**config.mk**
```make
export PLATFORM = sky130hd
export DESIGN_NAME = linear_to_srgb_color_encoder_core
export DESIGN_NICKNAME = d
export VERILOG_FILES = /design/src/sv/ltsrgb_pkg.sv /design/src/sv/ltsrgb_lane.sv /design/src/sv/linear_to_srgb_color_encoder_core.sv
export SDC_FILE = /design/constraint.sdc
export NUM_CORES = 2
export LEC_CHECK = 0
export BUFFER_PORTS_ARGS = -buffer_cell sky130_fd_sc_hd__buf_2
export CORE_UTILIZATION = 54
export CTS_BUF_LIST = sky130_fd_sc_hd__clkbuf_4 sky130_fd_sc_hd__clkbuf_8
export DETAILED_ROUTE_END_ITERATION = 7
export HOLD_SLACK_MARGIN = 0.03
export PLACE_DENSITY = 0.71
export SKIP_LAST_GASP = 1
export SYNTH_ARGS = -nofsm -noshare
export SYNTH_HDL_FRONTEND = slang
export SYNTH_SLANG_ARGS = --single-unit
export TNS_END_PERCENT = 50
```
**constraint.sdc**
```tcl
create_clock -name clk_i -period 6.7 [get_ports clk_i]
set_input_delay 1.34 -clock clk_i [delete_from_list [all_inputs] [get_ports clk_i]]
set_output_delay 1.34 -clock clk_i [all_outputs]
set_load 0.005 [all_outputs]
```
**src/sv/ltsrgb_pkg.sv**
```systemverilog
// shared constants, types and the threshold table builder for the srgb encoder
`timescale 1ns / 1ps

package ltsrgb_pkg;

  // widths fixed by the pixel format
  localparam int IN_W          = 18;
  localparam int BYTE_W        = 8;
  localparam int NUM_CODES     = 1 << BYTE_W;
  localparam int STAGES        = BYTE_W;
  localparam int FRAC_BITS_DEF = 16;

  // thresholds never exceed 2^(IN_W-1), so IN_W unsigned bits hold them
  localparam int THR_W = IN_W;
  // wide enough for x^5 * 10761^12 and (40k+561)^12 * 2^(5*24)
  localparam int BIG_W = 320;

  typedef logic [NUM_CODES-1:0][THR_W-1:0] thr_tab_t;

  // smallest input that reaches each code k, evaluated exactly at elaboration
  // entry 0 is never looked up
  function automatic thr_tab_t build_thr(input int frac_bits);
    thr_tab_t         tab;
    longint           one_v;
    longint           cap;
    longint           lin_lim;
    longint           lin_den;
    longint           lin_max;
    longint           lin_top;
    longint           lo;
    longint           hi;
    longint           mid;
    logic [BIG_W-1:0] c12;
    logic [BIG_W-1:0] rhs;
    logic [BIG_W-1:0] lhs;
    logic [BIG_W-1:0] xb;
    int               k;
    int               i;
    tab     = '0;
    one_v   = longint'(1) << frac_bits;
    cap     = (one_v < (longint'(1) << (IN_W - 1))) ? one_v : (longint'(1) << (IN_W - 1));
    // last input of the linear segment: largest x with x * 10^7 <= 31308 * 2^frac_bits
    lin_lim = longint'(31308) << frac_bits;
    lo      = 0;
    hi      = longint'(1) << IN_W;
    while (lo < hi) begin
      mid = (lo + hi + 1) >> 1;
      if (mid * longint'(10000000) <= lin_lim) begin
        lo = mid;
      end else begin
        hi = mid - 1;
      end
    end
    lin_max = lo;
    // highest code the linear segment produces
    lin_den = longint'(100) << frac_bits;
    lin_top = 0;
    for (k = 1; k < NUM_CODES; k++) begin
      if (longint'(k) * lin_den <= longint'(329460) * lin_max) begin
        lin_top = longint'(k);
      end
    end
    c12     = BIG_W'(1);
    for (i = 0; i < 12; i++) begin
      c12 = c12 * BIG_W'(10761);
    end
    for (k = 1; k < NUM_CODES; k++) begin
      if (longint'(k) <= lin_top) begin
        // smallest x with 329460 * x >= k * 100 * 2^frac_bits
        lo = 1;
        hi = lin_max;
        while (lo < hi) begin
          mid = (lo + hi) >> 1;
          if (longint'(329460) * mid >= longint'(k) * lin_den) begin
            hi = mid;
          end else begin
            lo = mid + 1;
          end
        end
        tab[k] = THR_W'(lo);
      end else begin
        rhs = BIG_W'(1);
        for (i = 0; i < 12; i++) begin
          rhs = rhs * BIG_W'(40 * k + 561);
        end
        rhs = rhs << (5 * frac_bits);
        lo  = lin_max + 1;
        hi  = cap;
        while (lo < hi) begin
          mid = (lo + hi) >> 1;
          xb  = BIG_W'(mid);
          lhs = xb * xb * xb * xb * xb * c12;
          if (lhs >= rhs) begin
            hi = mid;
          end else begin
            lo = mid + 1;
          end
        end
        tab[k] = THR_W'(lo);
      end
    end
    return tab;
  endfunction

endpackage

```
**src/sv/ltsrgb_lane.sv**
```systemverilog
// one color lane: pipelined binary search of the input against the code thresholds
`timescale 1ns / 1ps

module ltsrgb_lane #(
  parameter int FRAC_BITS = ltsrgb_pkg::FRAC_BITS_DEF
) (
  input  logic                                clk_i,
  input  logic [ltsrgb_pkg::STAGES-1:0]       en_i,
  input  logic signed [ltsrgb_pkg::IN_W-1:0]  x_i,
  output logic [ltsrgb_pkg::BYTE_W-1:0]       byte_o
);

  localparam int Stages = ltsrgb_pkg::STAGES;
  localparam int InW    = ltsrgb_pkg::IN_W;
  localparam int ByteW  = ltsrgb_pkg::BYTE_W;

  localparam ltsrgb_pkg::thr_tab_t Thr = ltsrgb_pkg::build_thr(FRAC_BITS);

  logic signed [InW-1:0] x_q [Stages-1];
  logic [ByteW-1:0]      b_q [Stages];

  for (genvar j = 0; j < Stages; j++) begin : g_st
    localparam logic [ByteW-1:0] BitMask = ByteW'(1) << (ByteW - 1 - j);

    logic signed [InW-1:0] x_in;
    logic [ByteW-1:0]      b_in;
    logic [ByteW-1:0]      cand;
    logic                  pass;

    if (j == 0) begin : g_first
      assign x_in = x_i;
      assign b_in = '0;
    end else begin : g_next
      assign x_in = x_q[j-1];
      assign b_in = b_q[j-1];
    end

    assign cand = b_in | BitMask;
    // signed compare, thresholds are positive
    assign pass = $signed({x_in[InW-1], x_in}) >= $signed({1'b0, Thr[cand]});

    always_ff @(posedge clk_i) begin
      if (en_i[j]) begin
        b_q[j] <= pass ? cand : b_in;
      end
    end

    if (j < Stages - 1) begin : g_x
      always_ff @(posedge clk_i) begin
        if (en_i[j]) begin
          x_q[j] <= x_in;
        end
      end
    end
  end

  assign byte_o = b_q[Stages-1];

endmodule

```
**src/sv/linear_to_srgb_color_encoder_core.sv**
```systemverilog
// top level of the linear to srgb pixel encoder
`timescale 1ns / 1ps

// linear to srgb pixel encoder
// - input stream: one pixel per transaction, four signed Q.FRAC_BITS channels
//   (red, green, blue, alpha); output stream: four bytes per transaction
// - red, green and blue go through the srgb transfer curve, alpha is scaled
//   linearly; every channel is clamped to 0..255 and truncated
// - each color lane is an eight stage pipelined binary search over a table of
//   255 code thresholds built exactly at elaboration, one result bit per stage
// - throughput: one pixel per clock while the receiver is ready, set by the eight
//   search stages that all run in parallel
// - each stage holds a valid bit and takes new data when it is empty or when
//   the stage after it moves, so bubbles are squeezed out during a stall
// - when the receiver stalls, up to 8 pixels are held in flight and input
//   keeps being accepted until all stages are full; nothing is lost or repeated
// - reset clears all valid bits; the data registers are not reset
module linear_to_srgb_color_encoder_core #(
  parameter int FRAC_BITS = ltsrgb_pkg::FRAC_BITS_DEF
) (
  input  logic        clk_i,
  input  logic        rst_ni,
  // input stream
  input  logic        s_axis_tvalid,
  output logic        s_axis_tready,
  input  logic [71:0] s_axis_tdata,   // red_linear, green_linear, blue_linear, alpha_linear
  // output stream
  output logic        m_axis_tvalid,
  input  logic        m_axis_tready,
  output logic [31:0] m_axis_tdata    // red_byte, green_byte, blue_byte, alpha_byte
);

  localparam int Stages = ltsrgb_pkg::STAGES;
  localparam int InW    = ltsrgb_pkg::IN_W;
  localparam int ByteW  = ltsrgb_pkg::BYTE_W;
  // alpha product x*255 plus room for the full scale compare
  localparam int AlphaW = InW + ByteW;

  // pipeline control
  logic [Stages-1:0] valid_q;
  logic [Stages-1:0] valid_d;
  logic [Stages:0]   rdy;
  logic [Stages-1:0] en;

  assign rdy[Stages] = m_axis_tready;
  for (genvar j = 0; j < Stages; j++) begin : g_rdy
    // a stage loads when empty or when its contents move on
    assign rdy[j] = ~valid_q[j] | rdy[j+1];
  end
  assign en = rdy[Stages-1:0];

  assign valid_d = (en & {valid_q[Stages-2:0], s_axis_tvalid}) | (~en & valid_q);

  always_ff @(posedge clk_i or negedge rst_ni) begin
    if (!rst_ni) begin
      valid_q <= '0;
    end else begin
      valid_q <= valid_d;
    end
  end

  assign s_axis_tready = rdy[0];
  assign m_axis_tvalid = valid_q[Stages-1];

  // unpack the input transaction, red in the lowest bits
  logic signed [InW-1:0] red_linear;
  logic signed [InW-1:0] green_linear;
  logic signed [InW-1:0] blue_linear;
  logic signed [InW-1:0] alpha_linear;

  assign red_linear   = s_axis_tdata[InW-1:0];
  assign green_linear = s_axis_tdata[2*InW-1:InW];
  assign blue_linear  = s_axis_tdata[3*InW-1:2*InW];
  assign alpha_linear = s_axis_tdata[4*InW-1:3*InW];

  // color lanes
  logic [ByteW-1:0] red_byte;
  logic [ByteW-1:0] green_byte;
  logic [ByteW-1:0] blue_byte;

  ltsrgb_lane #(.FRAC_BITS(FRAC_BITS)) u_red (
    .clk_i  (clk_i),
    .en_i   (en),
    .x_i    (red_linear),
    .byte_o (red_byte)
  );

  ltsrgb_lane #(.FRAC_BITS(FRAC_BITS)) u_green (
    .clk_i  (clk_i),
    .en_i   (en),
    .x_i    (green_linear),
    .byte_o (green_byte)
  );

  ltsrgb_lane #(.FRAC_BITS(FRAC_BITS)) u_blue (
    .clk_i  (clk_i),
    .en_i   (en),
    .x_i    (blue_linear),
    .byte_o (blue_byte)
  );

  // alpha is linear: clamp, times 255, truncate; then ride along the pipeline
  localparam logic [AlphaW-1:0] AlphaOne = AlphaW'(1) << FRAC_BITS;

  logic [AlphaW-1:0] alpha_ext;
  logic [AlphaW-1:0] alpha_prod;
  logic [ByteW-1:0]  alpha_in;
  logic [ByteW-1:0]  alpha_q [Stages];

  assign alpha_ext  = {{ByteW{1'b0}}, alpha_linear};
  assign alpha_prod = (alpha_ext << ByteW) - alpha_ext;

  always_comb begin
    if (alpha_linear[InW-1]) begin
      alpha_in = '0;
    end else if (alpha_ext >= AlphaOne) begin
      alpha_in = '1;
    end else begin
      alpha_in = ByteW'(alpha_prod >> FRAC_BITS);
    end
  end

  for (genvar j = 0; j < Stages; j++) begin : g_alpha
    if (j == 0) begin : g_first
      always_ff @(posedge clk_i) begin
        if (en[j]) begin
          alpha_q[j] <= alpha_in;
        end
      end
    end else begin : g_next
      always_ff @(posedge clk_i) begin
        if (en[j]) begin
          alpha_q[j] <= alpha_q[j-1];
        end
      end
    end
  end

  assign m_axis_tdata = {alpha_q[Stages-1], blue_byte, green_byte, red_byte};

endmodule
```
=== Yosys cells after proc, flatten, opt, wreduce, memory -nomap -nowiden ===
Memories as Yosys holds them, arrays and structs flattened.
Cells that the tools add are included.

* Bits in registers: 8
* Memory bits (writable): 634
* ROM bits: 48,384
* Bits of input ports: 76
* Output and inout port bits: 34
* Memories: 28

{| class="wikitable"
|+ Memories
! name !! words !! bits a word !! read ports !! clocked after memory_dff !! wr ports !! RTL line !! source
|-
| (name not given) || 128 || 18 || 1 || 0 || 0 || ltsrgb_lane.sv:40 || <nowiki>assign pass = $signed({x_in[InW-1], x_in}) >= $signed({1'b0, Thr[cand]});</nowiki>
|-
| (name not given) || 128 || 18 || 1 || 0 || 0 || ltsrgb_lane.sv:40 ||
|-
| (name not given) || 128 || 18 || 1 || 0 || 0 || ltsrgb_lane.sv:40 ||
|-
| (name not given) || 128 || 18 || 1 || 0 || 0 || ltsrgb_lane.sv:40 ||
|-
| (name not given) || 128 || 18 || 1 || 0 || 0 || ltsrgb_lane.sv:40 ||
|-
| (name not given) || 128 || 18 || 1 || 0 || 0 || ltsrgb_lane.sv:40 ||
|-
| 22 more memories || -- || -- || -- || -- || -- || -- ||
|}

* Add/subtract/negate cells: 1
* Order comparisons: 46
* Mux-type cells: 63
* Bitwise operators: 20

{| class="wikitable"
|+ Operators with widths
! cell !! count
|-
| >= comparator 18 x 19 -> 1 bit || 21
|-
| 2-to-1 mux 18 bit || 21
|-
| less-than comparator 8 x 9 -> 1 bit, second input constant || 21
|-
| >= comparator 18 x 15 -> 1 bit, second input constant || 3
|-
| 2-to-1 mux 8 bit || 5
|-
| subtractor 24 x 18 -> 24 bit || 1
|-
| 2-to-1 mux 7 bit || 3
|-
| 2-to-1 mux 1 bit || 19
|-
| >= comparator 18 x 17 -> 1 bit, second input constant || 1
|-
| 2-to-1 mux 6 bit || 3
|-
| bitwise AND 8 bit || 2
|-
| 2-to-1 mux 5 bit || 3
|-
| 2-to-1 mux 4 bit || 3
|-
| 2-to-1 mux 3 bit || 3
|-
| NOT 1 bit || 8
|-
| NOT 8 bit || 1
|-
| OR 1 bit || 8
|-
| OR 8 bit || 1
|-
| 2-to-1 mux 2 bit || 3
|}

=== Longest topological paths before layout ===
* Depth after elaboration: 12
* Depth in mapped cells: 18
* Depth with buffers taken out: 15

=== Cells and area by module ===
From an unflattened synthesis, not the netlist that was laid out.

* Cell total of the unflattened synthesis: 4,126
* Area, all modules: 40,139.7 µm²

{| class="wikitable"
|+ By module, submodules not included
! module !! times used !! cells each !! area each (µm²) !! seq. area each (µm²)
|-
| ltsrgb_lane (u_blue) || 1 || 1,300 || 12,479.5 || 4,864.7
|-
| ltsrgb_lane (u_red) || 1 || 1,326 || 12,475.7 || 4,864.7
|-
| ltsrgb_lane (u_green) || 1 || 1,316 || 12,319.3 || 4,864.7
|-
| linear_to_srgb_color_encoder_core || 1 || 184 || 2,865.2 || 2,122.0
|}

=== Least setup slack after synthesis ===
No wires, ideal clock.

* Path kind: input to output
* Start point: input m_axis_tready
* End point: output s_axis_tready
* Arrival time: 5.425 ns
* Setup slack: -0.065 ns
* Stages on the path: 5
* Buffers on the path: 0
* Cell sequence: and3b_1 and3_1 nand3_1 inv_1 nand3_1

* Cells in the longest elaborated chain, start to end: 8

{| class="wikitable"
|+ Ends and longest elaborated chain
! item !! RTL line !! source
|-
| start, declared || linear_to_srgb_color_encoder_core.sv:29 || <nowiki>input logic m_axis_tready,</nowiki>
|-
| OR 1 bit (8 in a row) || linear_to_srgb_color_encoder_core.sv:48 || <nowiki>assign rdy[j] = ~valid_q[j] | rdy[j+1];</nowiki>
|-
| end, declared || linear_to_srgb_color_encoder_core.sv:25 || <nowiki>output logic s_axis_tready,</nowiki>
|}

Every way passes these cells.

==> results_dict.tcl <==
set metrics [dict create \
    outcome "finished, violations left" \
    violations "DRC" \
    via_count 31760 \
    setup_viol 0 \
    syn2layout_area_growth_pct 6.092 \
    ys_types 88 \
    fmax_mhz 209.7 \
    syn_avg_cell_area_um2 9.770 \
    maxCapViolCount 0 \
    yosysMostFrequentCell "edfxtp_1" \
    drive_gt1_frac 0.09750 \
    regArea_mm2 0.01672 \
    synth-seq-area-share 0.4184 \
    nFillCells 6256 \
    drt_wl_total_um 94580 \
    synth-edff-count 550 \
    end_kind "flip-flop" \
    io_pins 110 \
    synth-simple-area-share 0.1369 \
    cts_tree "yes" \
    rrSetupSlack_ps 1930 \
    dr.pass1.iters 8 \
    drc 4 \
    grt_usage 0.2493 \
    wl_per_cell_um 18.76 \
    antenna_found_initial 1 \
    whs_ps 414.5 \
    utilization 0.5799 \
    fin_skew_ps 54.51 \
    cts_resized 0 \
    cts_root_buf "clkbuf_8" \
    grt_pass1_vias 29420 \
    period_share 0.7118 \
    grt_pass1_wl_um 153300 \
    post-cts-setup-buffers 0 \
    clkSinkCount 558 \
    io_buffers 109 \
    dp_hpwl_um 66410 \
    finalMaxSlewViolations 0 \
    dp.cells 4876 \
    synth.area.mux_share 0.03364 \
    yosysTopAreaCell "edfxtp_1" \
    netlist_area_mm2 0.03995 \
    crit_arrival_ps 5200 \
    cts_hold_buf 0 \
    rsz0062_at_grt "false" \
    ys_warn_count 0 \
    overflow 0 \
    ys_seq_elements 558 \
    die_area_mm2 0.07507 \
    relSlewSlack 0.2972 \
    vias_per_cell 6.299 \
    placementRows 99 \
    drt-initial-drc-count 3454 \
    synth_top_family_by_area "compound AO/OA/AOI/OAI gates" \
    clkTransAtPathRegs_ps 60 \
    synth_xor_area_frac 0.003289 \
    power_w 0.01880 \
    grt_max_degree 104 \
    synthTopCellsByArea "edfxtp_1 41%, ha_1 14%, a21oi_1 4.9%" \
    coreArea_mm2 0.07308 \
    synthArstFlopShare 0.01434 \
    power.leakage_nw 16.83 \
    min_path_type "flip-flop to flip-flop" \
    ir_drop_uv 247.0 \
    tns_ps 0 \
    cp_max_fo 18 \
    synthAdderAreaFrac 0.1403 \
    synth_common_cells "550 x edfxtp_1, 448 x ha_1, 391 x a21oi_1, 350 x o21ai_0, 321 x nand2_1" \
    cts_buffers 89 \
    cts_max_path_buffers 3 \
    fin_cells 5042 \
    die_w_um 274.0 \
    layout_min_cycle_time_ps 4769 \
    worstMarginPinSlew_ps 1054 \
    htree_levels 3 \
    synth-compound-area-share 0.2162 \
    crit_path_start_kind "flip-flop" \
    clock_latency_ps 700 \
    syn_nets 4613 \
    finalHoldViolations 0 \
    globalplace.congestion 0.9886 \
    synth_flop_cell "edfxtp_1" \
    path_class "flip-flop to flip-flop" \
    syn_inst 4089 \
    crit_required_ps 7130 \
    postRouteAntennaNets 0 \
    multi_input_area_mm2 0.02123 \
    fp.dieH_um 274.0 \
    powerDensity_mw_per_mm2 443.6 \
    initial_core_util 0.5466 \
    fin_nets 4532 \
    synth_top_area_share 0.4134 \
]
[cell usage in the layout (no fill, tap or decap), drive strengths merged, types with 20 or more instances in the layout]
master / count
edfxtp: 550
ha: 448
a21oi: 391
o21ai: 351
nand2: 321
nor2: 292
buf: 156
inv: 140
clkbuf: 123
nand2b: 100
nand3: 98
a21o: 91
a211oi: 87
nor3: 77
nor2b: 74
o211ai: 70
a31oi: 68
clkinv: 46
nand4: 43
o31ai: 42
a311oi: 42
mux2i: 42
mux4: 36
o311ai: 25
and3: 23
and2: 22
o22ai: 20
[worst paths after layout]
kind / from / end / depth (start not counted)
min in group asynchronous: rst_ni / async pin / 1
min reg2reg: alpha_q[1][2] / alpha_q[1][10] / 0
max reg2reg: u_blue.b_q[1][18] / u_blue.b_q[1][24] / 11
max in group asynchronous: rst_ni / async pin / 1
min: alpha_q[1][2] / alpha_q[1][10] / 0
max: u_blue.b_q[1][18] / u_blue.b_q[1][24] / 11
[per-stage QoR]
stage	setup slack, ps	cell area (um^2)
6_report	1931	42380
5_1_grt	1679	42380
4_1_cts	2079	42380
3_5_place_dp	2074	40600
3_3_place_gp	2275	40600
2_1_floorplan	717.3	39950
[where the power goes]
| group | switching, W | internal (W) |
|---|---|---|
| clock | 0.00136 | 0.00151 |
| combinational | 0.00617 | 0.00396 |
| sequential | 0.000862 | 0.00493 |
[cell families (layout without fill, tap and decap cells)]
logic type               Yosys count  in the layout
AO/OA/AOI/OAI                   1370           1370
XOR/XNOR                          15             15
adder cells (fa/ha/maj)          448            448
buffers and inverters            474            467
flip-flops                       558            558
multiplexers                      88             88
other                              0              1
AND/OR/NAND/NOR                 1136           1136
[cell type report]
class / count / share of cell area
multi-input cells: 3057 / 0.5010
flip-flops and latches: 558 / 0.3944
clock buffers: 123 / 0.03507
well taps: 959 / 0.02831
repair buffers: 156 / 0.02120
inverters: 146 / 0.01299
clock inverters: 42 / 0.006997
diodes: 1 / 0.00005904
[state kept, by name, indices dropped and copies added (netlist names), named ones only]
register	flops
u_blue.x_q	126
u_green.x_q	126
u_red.x_q	126
alpha_q	64
u_blue.b_q	36
u_green.b_q	36
u_red.b_q	36
[layer usage]
layer,vias to the layer above,part of all wire,track usage
li1,15390,-,-
met1,14630,0.42,0.3405
met4,0,0.036,0.09839
met5,-,0,0
met2,1473,0.46,0.3973
met3,266,0.077,0.03897
[worst max-delay path, stage by stage (launching register included)]
cell and delay (ps):
edfxtp_1 820, clkinv_1 540, ha_1 560, nand2b_1 420, nand2_1 180, mux4_2 470
mux4_2 520, ha_1 310, a21o_1 160, a21oi_1 140, o21ai_0 90, a211o_1 290
Note: power is estimated with default switching activity, not from simulation.
